### src/sv/sfrc_pkg.sv
// Shared constants and types for the serial frame receiver with checksum.
package sfrc_pkg;

    localparam int BUFFER_LEN = 256;
    localparam int FILL_W     = $clog2(BUFFER_LEN + 1);

    localparam logic [7:0] SYNC_CHAR = 8'h23;  // '#'
    localparam logic [7:0] TERM_CHAR = 8'h0D;  // carriage return
    localparam logic [7:0] CODE_BASE = 8'h3D;  // '='

    typedef enum logic [1:0] {
        KIND_BYTE = 2'd0,
        KIND_GOOD = 2'd1,
        KIND_BAD  = 2'd2
    } kind_t;

    typedef struct packed {
        logic       has_result;
        kind_t      kind;
        logic [7:0] byte_value;
        logic [7:0] position;
        logic [8:0] frame_length;
    } result_t;

endpackage

### src/sv/sfrc_frame.sv
// Frame state (fill count, running sum, last two bytes) and per-byte decision.
module sfrc_frame (
    input  logic              clk,
    input  logic              rst_n,
    input  logic              step,
    input  logic [7:0]        rx_byte,
    output sfrc_pkg::result_t result
);
    import sfrc_pkg::*;

    logic [FILL_W-1:0] fill_count_reg, fill_count_next;
    logic [11:0]       sum_reg, sum_next;
    logic [7:0]        last_reg, last_next;
    logic [7:0]        second_last_reg, second_last_next;

    logic [11:0] check_sum;
    logic [7:0]  hi_char;
    logic [7:0]  lo_char;
    logic [FILL_W-1:0] fill_plus_one;

    // Sum without the two trailing checksum characters, mod 4096 by wrap.
    assign check_sum     = sum_reg - {4'd0, second_last_reg} - {4'd0, last_reg};
    assign hi_char       = CODE_BASE + {2'd0, check_sum[11:6]};
    assign lo_char       = CODE_BASE + {2'd0, check_sum[5:0]};
    assign fill_plus_one = fill_count_reg + FILL_W'(1);

    always_comb
    begin
        fill_count_next  = fill_count_reg;
        sum_next         = sum_reg;
        last_next        = last_reg;
        second_last_next = second_last_reg;
        result           = '0;
        result.kind      = KIND_BYTE;

        if (fill_count_reg == '0)
        begin
            // Hunting: only sync opens a frame.
            if (rx_byte == SYNC_CHAR)
            begin
                result.has_result = 1'b1;
                result.byte_value = rx_byte;
                result.position   = 8'd0;
                sum_next          = {4'd0, rx_byte};
                last_next         = rx_byte;
                second_last_next  = 8'd0;
                fill_count_next   = FILL_W'(1);
            end
        end
        else if (fill_count_reg >= FILL_W'(BUFFER_LEN))
        begin
            // Overrun: drop the byte and go back to hunting.
            fill_count_next = '0;
        end
        else if (rx_byte != TERM_CHAR)
        begin
            result.has_result = 1'b1;
            result.byte_value = rx_byte;
            result.position   = fill_count_reg[7:0];
            sum_next          = sum_reg + {4'd0, rx_byte};
            last_next         = rx_byte;
            second_last_next  = last_reg;
            fill_count_next   = fill_plus_one;
        end
        else
        begin
            result.has_result = 1'b1;
            fill_count_next   = '0;
            if (fill_count_reg >= FILL_W'(3) &&
                hi_char == second_last_reg && lo_char == last_reg)
            begin
                result.kind         = KIND_GOOD;
                result.frame_length = fill_plus_one[8:0];
            end
            else
            begin
                result.kind = KIND_BAD;
            end
        end
    end

    always_ff @(posedge clk or negedge rst_n)
    begin
        if (!rst_n)
        begin
            fill_count_reg  <= '0;
            sum_reg         <= '0;
            last_reg        <= '0;
            second_last_reg <= '0;
        end
        else if (step)
        begin
            fill_count_reg  <= fill_count_next;
            sum_reg         <= sum_next;
            last_reg        <= last_next;
            second_last_reg <= second_last_next;
        end
    end

    // Fill count never passes the buffer length.
    a_fill_bound: assert property (@(posedge clk) disable iff (!rst_n)
        fill_count_reg <= FILL_W'(BUFFER_LEN))
        else $error("fill count beyond buffer length");

    // A stored byte while hunting is always the sync byte.
    a_open_sync: assert property (@(posedge clk) disable iff (!rst_n)
        step && fill_count_reg == '0 && result.has_result |-> rx_byte == SYNC_CHAR)
        else $error("frame opened without sync");

    // Any result at a terminator returns the block to hunting.
    a_term_hunt: assert property (@(posedge clk) disable iff (!rst_n)
        step && result.has_result && result.kind != KIND_BYTE |=> fill_count_reg == '0)
        else $error("frame status without return to hunting");

endmodule

### src/sv/serial_frame_receiver_checksum.sv
// Top level of the serial frame receiver with two-character checksum.
//
// Input channel: rx_byte with in_valid/in_stall; one received byte per
// transfer. Output channel: kind, byte_value, position, frame_length with
// out_valid/out_stall; at most one result transfer per input transfer.
// A frame opens at '#', every stored byte is echoed as kind 0 with its
// position, and a carriage return closes it with kind 1 (checksum good,
// frame_length = stored bytes + 1) or kind 2 (bad or short frame).
// An overrun drops the byte and returns to hunting with no result.
//
// Each result passes through the input register and then the result
// register before it reaches the output.
// Throughput: one byte per cycle while out_stall is low; the frame state
// update is a single 12-bit add and a two-character compare between those
// registers.
// Reset clears the frame state to hunting and empties both registers.
// When the receiver stalls, the result register holds its payload, the
// input register holds the next byte, and in_stall rises once both are
// full; a byte that gives no result still waits for a free result slot.
module serial_frame_receiver_checksum (
    input  logic       clk,
    input  logic       rst_n,
    input  logic       in_valid,
    output logic       in_stall,
    input  logic [7:0] rx_byte,
    output logic       out_valid,
    input  logic       out_stall,
    output logic [1:0] kind,
    output logic [7:0] byte_value,
    output logic [7:0] position,
    output logic [8:0] frame_length
);
    import sfrc_pkg::*;

    // Input register
    logic       in_full_reg;
    logic [7:0] in_byte_reg;

    // Result register
    logic       out_valid_reg;
    kind_t      kind_reg;
    logic [7:0] byte_value_reg;
    logic [7:0] position_reg;
    logic [8:0] frame_length_reg;

    result_t result;
    logic    out_free;
    logic    advance;
    logic    in_take;

    // Result slot is free when empty or being drained this cycle.
    assign out_free = !out_valid_reg || !out_stall;
    assign advance  = in_full_reg && out_free;
    assign in_stall = in_full_reg && !advance;
    assign in_take  = in_valid && !in_stall;

    sfrc_frame u_frame (
        .clk     (clk),
        .rst_n   (rst_n),
        .step    (advance),
        .rx_byte (in_byte_reg),
        .result  (result)
    );

    always_ff @(posedge clk or negedge rst_n)
    begin
        if (!rst_n)
        begin
            in_full_reg   <= 1'b0;
            out_valid_reg <= 1'b0;
        end
        else
        begin
            if (in_take)
                in_full_reg <= 1'b1;
            else if (advance)
                in_full_reg <= 1'b0;

            if (advance)
                out_valid_reg <= result.has_result;
            else if (out_free)
                out_valid_reg <= 1'b0;
        end
    end

    // Payload registers: no reset needed.
    always_ff @(posedge clk)
    begin
        if (in_take)
            in_byte_reg <= rx_byte;
        if (advance && result.has_result)
        begin
            kind_reg         <= result.kind;
            byte_value_reg   <= result.byte_value;
            position_reg     <= result.position;
            frame_length_reg <= result.frame_length;
        end
    end

    assign out_valid    = out_valid_reg;
    assign kind         = kind_reg;
    assign byte_value   = byte_value_reg;
    assign position     = position_reg;
    assign frame_length = frame_length_reg;

    // Input only stalls while its register holds an unprocessed byte.
    a_stall_full: assert property (@(posedge clk) disable iff (!rst_n)
        in_stall |-> in_full_reg)
        else $error("input stalled with empty input register");

    // A byte echo carries no frame length.
    a_byte_len: assert property (@(posedge clk) disable iff (!rst_n)
        out_valid_reg && kind_reg == KIND_BYTE |-> frame_length_reg == 9'd0)
        else $error("byte echo with frame length");

    // Frame status carries no byte or position.
    a_status_zero: assert property (@(posedge clk) disable iff (!rst_n)
        out_valid_reg && kind_reg != KIND_BYTE |->
            byte_value_reg == 8'd0 && position_reg == 8'd0)
        else $error("frame status with byte data");

    // A good frame has sync, two checksum characters and the terminator.
    a_good_len: assert property (@(posedge clk) disable iff (!rst_n)
        out_valid_reg && kind_reg == KIND_GOOD |-> frame_length_reg >= 9'd4)
        else $error("good frame too short");

endmodule
### config.mk
export PLATFORM = sky130hd
export DESIGN_NAME = serial_frame_receiver_checksum
export DESIGN_NICKNAME = d
export VERILOG_FILES = /design/src/sv/sfrc_pkg.sv /design/src/sv/sfrc_frame.sv /design/src/sv/serial_frame_receiver_checksum.sv
export SDC_FILE = /design/constraint.sdc
export NUM_CORES = 1
export LEC_CHECK = 0
export BUFFER_PORTS_ARGS = -buffer_cell sky130_fd_sc_hd__buf_2
export CAP_MARGIN = 20
export CORE_UTILIZATION = 65
export CTS_CLUSTER_DIAMETER = 200
export DETAILED_ROUTE_END_ITERATION = 8
export HOLD_SLACK_MARGIN = 0.15
export PLACE_DENSITY = 0.94
export SLEW_MARGIN = 0
export SYNTH_ARGS = -nofsm -noshare
export SYNTH_HDL_FRONTEND = slang
export SYNTH_SLANG_ARGS = --single-unit
### constraint.sdc
create_clock -name clk -period 12 [get_ports clk]
set_clock_uncertainty 0.1 [all_clocks]
set_input_delay 0.6 -clock clk [delete_from_list [all_inputs] [get_ports clk]]
set_output_delay 0.6 -clock clk [all_outputs]
set_load 0.02 [all_outputs]
After elaboration in Yosys (flattened, before gate mapping)
Cells that the tools add are included.
{"block": "word_totals", "regBits": 74, "input_bits": 12, "out_inout_bits": 29, "wordCells": 75}
{"block": "classes", "n_addsub": 6, "n_lt_le_gt_ge": 2, "eq_ne": 6, "mux": 30, "bitwise": 1, "n_reduce_logical": 19}
{"cell": "8-bit two-way mux", "count": 8}
{"cell": "9-bit two-way mux", "count": 6}
{"cell": "12-bit two-way mux", "count": 4}
{"cell": "16-bit two-way mux", "count": 3}
{"cell": "28-bit two-way mux", "count": 1}
{"cell": "12-bit by 8-bit subtractor with 12-bit output", "count": 2}
{"cell": "8-bit == test", "count": 2}
{"cell": "6-bit by 6-bit adder with 7-bit output (first input constant)", "count": 2}
{"cell": "12-bit by 8-bit adder with 12-bit output", "count": 1}
{"cell": "9-bit by 1-bit adder with 9-bit output (second input constant)", "count": 1}
{"cell": "9-bit by 2-bit greater-or-equal comparator with 1-bit output (second input constant)", "count": 1}
{"cell": "9-bit greater-or-equal comparator (second input constant)", "count": 1}
{"cell": "9-bit logical NOT", "count": 1}
{"cell": "8-bit by 6-bit == test with 1-bit output (second input constant)", "count": 1}
{"cell": "8-bit by 4-bit inequality test with 1-bit output (second input constant)", "count": 1}
{"cell": "1-bit logical AND", "count": 6}
{"cell": "1-bit two-way mux", "count": 6}
{"cell": "2-bit nonzero test", "count": 3}
{"cell": "1-bit logical NOT", "count": 4}
{"cell": "2-bit two-way mux", "count": 2}
{"cell": "4-bit AND reduction", "count": 1}
{"cell": "4-bit OR reduction", "count": 1}
{"cell": "3-bit OR reduction", "count": 1}
{"cell": "2-bit by 1-bit inequality test with 1-bit output (second input constant)", "count": 1}
{"cell": "4 further kinds", "count": 4}

Longest topological paths before layout
Gate-level depths: netlist (run 1).
{"block": "depth", "ltp_word": 11, "depth_mapped": 20, "mapped_depth_nobuf": 18}

Cells and area by module
A second synthesis (run 1) with hierarchy kept.
{"block": "unflattened", "hier_cells": 448, "hier_area_um2": 4574.4}
{"module": "sfrc_frame", "n_inst": 1, "cells_per_inst": 402, "area_each_um2": 3424.5, "seq_area_each_um2": 925.9}
{"module": "serial_frame_receiver_checksum", "n_inst": 1, "cells_per_inst": 46, "area_each_um2": 1149.9, "seq_area_each_um2": 1101.1}

Least setup slack after synthesis (run 1)
OpenSTA, ideal clock, no wires.
{"block": "synth_timing", "path_type": "register -> register", "from": "register u_frame.last_reg[3]", "to": "register frame_length_reg[2] (netlist: frame_length[2]) (data pin)", "setup_time_ns": 0.153, "arrival_time_ns": 3.862, "required_time_ns": 11.747, "path_slack_ns": 7.885, "path_stages_with_launch": 20, "path_buffers": 2, "synth_period_minus_slack_ns": 4.115, "path_cell_list": "dfrtp_1 inv_1 fa_1 ha_1 nor2_1 a211oi_2 or2_1 buf_6 xnor2_1 inv_1 ha_1 nor3_1 nand2_1 o32ai_1 o41ai_1 a2111o_1 a21boi_0 o2111ai_1 buf_6 nor3_2"}
{"block": "synth_between", "elab_chain_len": 7, "elab_cells_between_ends": 9, "cone_classes": "add/sub: 3; eq/ne: 2; bitwise: 1; reduce/logical: 3"}
{"item": "start: declaration", "line_no": "sfrc_frame.sv:13", "source": "logic [7:0] last_reg, last_next;"}
{"item": "start signal: assignment", "line_no": "sfrc_frame.sv:95", "source": "last_reg <= last_next;"}
{"item": "12-bit by 8-bit subtractor with 12-bit output", "line_no": "sfrc_frame.sv:22", "source": "assign check_sum = sum_reg - {4'd0, second_last_reg} - {4'd0, last_reg};"}
{"item": "6-bit by 6-bit adder with 7-bit output", "line_no": "sfrc_frame.sv:23", "source": "assign hi_char = CODE_BASE + {2'd0, check_sum[11:6]};"}
{"item": "8-bit == test", "line_no": "sfrc_frame.sv:70", "source": "hi_char == second_last_reg && lo_char == last_reg)"}
{"item": "1-bit logical AND", "line_no": "sfrc_frame.sv:69", "source": "if (fill_count_reg >= FILL_W'(3) &&"}
{"item": "1-bit logical AND (*)", "line_no": "sfrc_frame.sv:70"}
{"item": "1-bit NOT (no source line) (*)"}
{"item": "4-bit OR reduction (no source line) (*)"}
{"item": "end signal: assignment", "line_no": "serial_frame_receiver_checksum.sv:96", "source": "frame_length_reg <= result.frame_length;"}
{"item": "end: declaration", "line_no": "serial_frame_receiver_checksum.sv:44", "source": "logic [8:0] frame_length_reg;"}
Every way passes the cells marked *; elsewhere a longest branch is shown, timed or not.
A chain may end at the register's enable or synchronous reset.

Worst setup path in the final report (run 1)
{"block": "layout_timing", "from": "register u_frame.second_last_reg[3]", "to": "register kind_reg[1] (netlist: kind[1]) (data pin)"}
{"block": "layout_between", "elab_chain_len": 7, "elab_cells_between_ends": 9, "cone_classes": "add/sub: 4; eq/ne: 2; mux: 1; reduce/logical: 2"}
{"item": "start: declaration", "line_no": "sfrc_frame.sv:14", "source": "logic [7:0] second_last_reg, second_last_next;"}
{"item": "start signal: assignment", "line_no": "sfrc_frame.sv:96", "source": "second_last_reg <= second_last_next;"}
{"item": "12-bit by 8-bit subtractor with 12-bit output (2 in series)", "line_no": "sfrc_frame.sv:22"}
{"item": "6-bit by 6-bit adder with 7-bit output", "line_no": "sfrc_frame.sv:23"}
{"item": "8-bit == test", "line_no": "sfrc_frame.sv:70"}
{"item": "1-bit logical AND", "line_no": "sfrc_frame.sv:69"}
{"item": "1-bit logical AND (*)", "line_no": "sfrc_frame.sv:70"}
{"item": "2-bit two-way mux (*)", "line_no": "sfrc_frame.sv:69"}
{"item": "end signal: assignment", "line_no": "serial_frame_receiver_checksum.sv:93", "source": "kind_reg <= result.kind;"}
{"item": "end: declaration", "line_no": "serial_frame_receiver_checksum.sv:41", "source": "kind_t kind_reg;"}
Marked as above.

==> key figures, run 1 <==
Status
  – Outcome: finished, final reports clean

Global route
  – First-pass GRT wire length: 17.77 mm
  – GR Util All Layers: 31.93%
  – Largest net degree at the start of global routing: 40
  – Number of antenna violations at the first check in global routing: 0
  – Via count of the first global-routing pass: 3,688
  – Gr ovfl total: 0

Synth
  – Most common flop cell mapped by yosys: dfrtp_1
  – Number of enable flip-flop cells after synthesis: 35
  – Synth warnings: 0
  – Net Count, Synth: 513
  – Cell variety after synth: 58
  – Syn avg cell area: 9.882 um2
  – Netlist Area Pre-Place: 0.004634 mm2
  – Async set-reset flop share out of synthesis: 52.70%
  – Synth Instances: 469
  – Post-synthesis register bit count: 74
  – Sequential element share of the synthesized area: 43.74%

STA
  – Number of endpoints with negative hold slack in the final report: 0
  – Setup repair after global routing missed its margin: false
  – Worst slew pin tran: 898.7 ps
  – Post-route fraction of the period consumed by the critical path: 40.11%
  – Endpoints failing setup: 0
  – Highest Clock Rate: 207.8 MHz
  – Post-route setup TNS: 0 ps
  – Final max-slew violation count: 0
  – Relative max-transition margin: 40.09%
  – Final critical delay including setup and external delays: 4813 ps

Clock network
  – CTS Sinks: 74
  – Post-CTS setup buffer count: 0
  – Clock latency reported for the late side of the worst-skew pair: 360 ps
  – Cell chosen for the clock root: clkbuf_8
  – Number of resized instances in the post-cts repair step: 0
  – Cts-stage hold buffer count: 0
  – Max clock buf depth: 2
  – Clock buffers created by TritonCTS: 9
  – TritonCTS clock tree: built
  – Clock transition time at the flip-flop clock pins of the worst setup and hold paths: 90 ps
  – Number of H-tree levels: 3

Critical path
  – Critical Path Source Type: flop
  – Maximum fanout encountered on the critical timing path: 11
  – Crit path DAT: 4810 ps
  – Worst path required time: 12,000 ps
  – Kind of end point of the critical path: flop
  – Class of the most critical setup path: reg2reg

Floorplanning
  – Ports placed on the boundary: 41
  – Die extent in y: 86.44 um
  – Starting density of the core: 67.84%
  – Total Die Area: 0.007472 mm2
  – Width of the die: 86.44 um
  – Row Count: 30
  – Std-Cell Core Area: 0.006832 mm2

Placement
  – GP Congestion: 0.9198
  – Total half-perimeter wirelength after legalization and detailed placement: 7.806 mm
  – Buffers added on ports: 40

Routing
  – Top metal layer carrying routed signals: met4
  – Post-Route WL: 11.16 mm
  – DRC: 0
  – Antenna Nets Post-Route: 0
  – 1st-iter DRT viols: 421
  – Count of vias placed by the detailed router: 3,803
  – Amount of wire on met2 after detailed routing: 5.440 mm
  – Met3 routed wirelength: 988 um
  – Mean routed wirelength per cell: 18.33 um
  – Mean number of vias per cell: 6.245
  – Total routed wire length on the met1 layer: 4.400 mm
  – Total iterations of the first detailed-routing run: 5

Cells and area
  – Share of final-layout standard cells stronger than drive strength 1: 15.01%
  – Final antenna diode count: 0
  – Final layout net count: 552
  – Area added between synthesis and finish: 9.881%
  – Flip-flop count of the largest register, all copies and words added: 12
  – Most frequent cells in the layout: nand2_1, o21ai_0, buf_2
  – Fill cell total of the finished layout: 450
  – Most frequent standard cell in the layout excluding fill and tap cells: nand2_1

Min path
  – Type of the worst min-delay path: in2async

Flow run
  – Max-capacitance violation count: 0
## routing by layer
metal / global-route usage, % / vias to the layer above
met3: 7.143 / 36
met2: 51.66 / 222
met4: 15.61 / 0
met1: 41.02 / 1811
met5: 0 / -
li1: - / 1734
## worst max-delay path, cell delays in order (launching register included)
cell,delay (ps)
dfrtp_1,440
inv_1,120
fa_1,500
ha_1,370
nor2_1,80
a211oi_2,330
or2_1,300
xnor2_1,190
inv_1,110
ha_1,280
nor3_1,220
nand2_1,110
o32ai_1,250
o41ai_1,130
a2111o_1,370
a21boi_0,180
o2111ai_1,130
buf_4,220
nor2b_1,140
## through the flow
stage          hold WS (ps)  setup WS [ps]  cell area, um2  std cells  util, %
6_report              262.9           7187            5092        609    74.54
5_1_grt               301.8           6814            5092        609    74.54
4_1_cts               298.1           7257            5065        608    74.14
3_5_place_dp          424.6           7303            4895        592    71.65
3_3_place_gp          400.9           7458            4895        592    71.65
2_1_floorplan         204.4           7885            4634        469        -
## cell type report
type | instances | area (um2) | share of cell area (%)
inverters | 34 | 127.6 | 2.506
multi-input cells | 346 | 2405 | 47.22
flip-flops and latches | 74 | 2027 | 39.80
clock inverters | 6 | 42.54 | 0.8354
well taps | 96 | 120.1 | 2.359
clock buffers | 10 | 127.6 | 2.506
repair buffers | 43 | 242.7 | 4.767
## synthesized netlist by cell type (all sizes together) (16+ instances only)
library cell | instances | area share (%)
nand2 | 49 | 4.0
o21ai | 43 | 4.6
dfrtp | 39 | 21
edfxtp | 35 | 23
inv | 34 | 2.8
nor2 | 29 | 2.3
a21oi | 26 | 3.1
ha | 23 | 6.2
nor3 | 19 | 3.0
xnor2 | 19 | 3.6
and2 | 16 | 2.2
nand3 | 16 | 1.7
xor2 | 16 | 3.2
## path summary, 6_finish.rpt
check                      cells past startpoint                                    from                                      to  slack, ps
setup / recovery                              18  u_frame.second_last_reg[3]$_DFFE_PN0P_                   kind[1]$_SDFFCE_PP0P_       7190
hold / removal                                 1                                   rst_n         u_frame.last_reg[7]$_DFFE_PN0P_        260
setup reg to reg                              18  u_frame.second_last_reg[3]$_DFFE_PN0P_                   kind[1]$_SDFFCE_PP0P_       7190
hold reg to reg                                2  u_frame.second_last_reg[1]$_DFFE_PN0P_  u_frame.second_last_reg[1]$_DFFE_PN0P_        450
max in group asynchronous                      1                                   rst_n                 in_full_reg$_DFFE_PN0P_      10970
min in group clk                               1                              rx_byte[7]                in_byte_reg[7]$_DFFE_PP_        320
## cells by family after synthesis
family / share of synthesized area, %
simple gates: 19.76
compound gates: 14.07
flops: 43.74
buf+inv: 4.428
xor+xnor: 7.263
fa+ha+maj: 10.10
mux: 0.6480
Power of run 1 is left out: the tool's default activity adds up to more than one toggle a clock period on the data nets, which glitch-free logic cannot reach.
==> run 2, diff against run 1 <==
- CORE_UTILIZATION: 65 -> 54
- PLACE_DENSITY: 0.94 -> 0.84
- clock period: 12 -> 4 ns (I/O delays scaled with it)
==> key figures, run 2 (synthesis gave the netlist of run 1 again) <==
Status
  – Outcome: complete, but fails checks (was finished, final reports clean)
  – Violated checks: setup timing

STA
  – Final critical delay including setup and external delays: 4163 ps (was 4813 ps)
  – Final max-slew violation count: 0 (unchanged)
  – Worst slew pin tran: 903.1 ps (was 898.7 ps)
  – Post-route fraction of the period consumed by the critical path: 104.1% (was 40.11%)
  – Setup repair after global routing missed its margin: true (was false)
  – Post-route setup slack: -163.4 ps (was 7187 ps)
  – Number of endpoints with negative hold slack in the final report: 0 (unchanged)
  – Endpoints failing setup: 11 (was 0)
  – Highest Clock Rate: 240.2 MHz (was 207.8 MHz)
  – Relative max-transition margin: 39.79% (was 40.09%)
  – Post-route setup TNS: -1497 ps (was 0 ps)

Global route
  – Via count of the first global-routing pass: 3,919 (was 3,688)
  – Largest net degree at the start of global routing: 40 (unchanged)
  – Number of antenna violations at the first check in global routing: 0 (unchanged)
  – GR Util All Layers: 27.87% (was 31.93%)
  – First-pass GRT wire length: 18.82 mm (was 17.77 mm)
  – Gr ovfl total: 0 (unchanged)

Floorplanning
  – Starting density of the core: 56.12% (was 67.84%)
  – Row Count: 33 (was 30)
  – Total Die Area: 0.008957 mm2 (was 0.007472 mm2)
  – Ports placed on the boundary: 41 (unchanged)
  – Die extent in y: 94.64 um (was 86.44 um)
  – Width of the die: 94.64 um (was 86.44 um)
  – Std-Cell Core Area: 0.008258 mm2 (was 0.006832 mm2)

Routing
  – Post-Route WL: 11.39 mm (was 11.16 mm)
  – Count of vias placed by the detailed router: 3,873 (was 3,803)
  – Antenna Nets Post-Route: 0 (unchanged)
  – DRC: 0 (unchanged)
  – 1st-iter DRT viols: 254 (was 421)
  – Mean number of vias per cell: 5.789 (was 6.245)
  – Mean routed wirelength per cell: 17.03 um (was 18.33 um)
  – Total iterations of the first detailed-routing run: 7 (was 5)

Critical path
  – FF-to-FF path depth: 19 (was 18)
  – Reg-to-reg setup timing slack: -160 ps (was 7190 ps)
  – Critical path capture point: frame_length[4]$_SDFFCE_PP0P_ (was kind[1]$_SDFFCE_PP0P_)
  – Class of the most critical setup path: reg2reg (unchanged)
  – Start point of the critical path: u_frame.last_reg[0]$_DFFE_PN0P_ (was u_frame.second_last_reg[3]$_DFFE_PN0P_)
  – Reg-to-Reg End: frame_length[4]$_SDFFCE_PP0P_ (was kind[1]$_SDFFCE_PP0P_)
  – Critical Path Source Type: flop (unchanged)
  – Worst path required time: 4090 ps (was 12,000 ps)
  – Kind of end point of the critical path: flop (unchanged)
  – Maximum fanout encountered on the critical timing path: 5 (was 11)
  – Worst r2r src: u_frame.last_reg[0]$_DFFE_PN0P_ (was u_frame.second_last_reg[3]$_DFFE_PN0P_)
  – Crit path DAT: 4260 ps (was 4810 ps)

Cells and area
  – Finished Layout Cells: 669 (was 609)
  – Most frequent standard cell in the layout excluding fill and tap cells: nand2_1 (unchanged)
  – Most frequent cells in the layout: nand2_1, o21ai_0, buf_2, buf_4, dfrtp_1 (was nand2_1, o21ai_0, buf_2)
  – Area added between synthesis and finish: 22.52% (was 9.881%)
  – Final antenna diode count: 0 (unchanged)
  – Flip-flop count of the largest register, all copies and words added: 12 (unchanged)
  – Final layout net count: 603 (was 552)
  – Share of final-layout standard cells stronger than drive strength 1: 23.94% (was 15.01%)
  – Post-route core utilization: 68.76% (was 74.54%)

Flow run
  – Max-capacitance violation count: 0 (unchanged)

Min path
  – Type of the worst min-delay path: in2async (unchanged)

Clock network
  – Number of H-tree levels: 3 (unchanged)
  – Max clock buf depth: 2 (unchanged)
  – TritonCTS clock tree: built (unchanged)
  – Clock transition time at the flip-flop clock pins of the worst setup and hold paths: 90 ps (about the same)
  – Cell chosen for the clock root: clkbuf_8 (unchanged)
  – Clock latency reported for the late side of the worst-skew pair: 350 ps (was 360 ps)
  – Clock buffers created by TritonCTS: 9 (unchanged)
  – CTS Sinks: 74 (unchanged)

Placement
  – Total half-perimeter wirelength after legalization and detailed placement: 8.148 mm (was 7.806 mm)
  – Post-Place Cells: 636 (was 592)
  – Setup WS pre-CTS: -156.8 ps (was 7303 ps)
  – Buffers added on ports: 40 (unchanged)
  – GP Congestion: 0.8951 (was 0.9198)
run 2: worst min-delay path by stage:
stage / cells past startpoint / endpoint / slack [ps] / from
after floorplan: 0 / in_full_reg$_DFFE_PN0P_ / -200 / rst_n
after global placement: 1 / u_frame.sum_reg[11]$_DFFE_PN0P_ / 270 / rst_n
after detailed placement: 1 / u_frame.second_last_reg[5]$_DFFE_PN0P_ / 270 / rst_n
after CTS: 2 / u_frame.second_last_reg[3]$_DFFE_PN0P_ / 440 / rst_n
after global routing: 2 / in_byte_reg[5]$_DFFE_PP_ / 460 / rx_byte[5]
final: 2 / u_frame.second_last_reg[5]$_DFFE_PN0P_ / 410 / rst_n
run 2: through the flow:
step / hold slack [ps] / area [um2]
floorplan: -195.6 / 4705
global placement: 269.2 / 5239
detailed placement: 272.1 / 5239
CTS: 437.5 / 5638
global route: 456.3 / 5678
finish: 412.4 / 5678
run 2: final cells by class:
class / instances / area [um2]
fill: 615 / 2580
multi-input combinational: 346 / 2532
sequential: 74 / 2027
timing repair buffer: 94 / 643.1
tap: 105 / 131.4
inverter: 34 / 127.6
clock buffer: 9 / 123.9
clock inverter: 7 / 92.59
run 2: per-layer routing:
metal	track usage, %	vias up	share of wire (%)	wire length [um]
li1	-	1833	-	-
met1	35.58	1863	42	4790
met2	46.28	143	50	5664
met3	5.153	34	5.0	574
met4	12.12	0	3.2	363
met5	0	-	0	0
run 2: worst max-delay path, stage by stage, from the launching register on:
cell       delay (ps)
dfrtp_1           390
inv_2              60
fa_1              560
inv_1              50
ha_2              160
o211ai_1          270
a21o_1            180
nand3b_1          120
a21oi_2           210
xnor2_2           100
ha_4              180
nor3_4            130
nand2_2            80
o32ai_2           230
o41ai_2           120
a2111o_1          380
a21boi_2          140
o2111ai_2         180
buf_6             190
nor3_2            160
run 2: what timing repair did:
item,CTS,global route
endpoints found under the hold margin,49,0
buffers inserted,2,2
pin swaps,6,6
hold buffers,12,0
gates resized for setup,14,4
cloned,1,0
setup endpoints to repair,11,11
Power of run 2 is left out for the same reason.
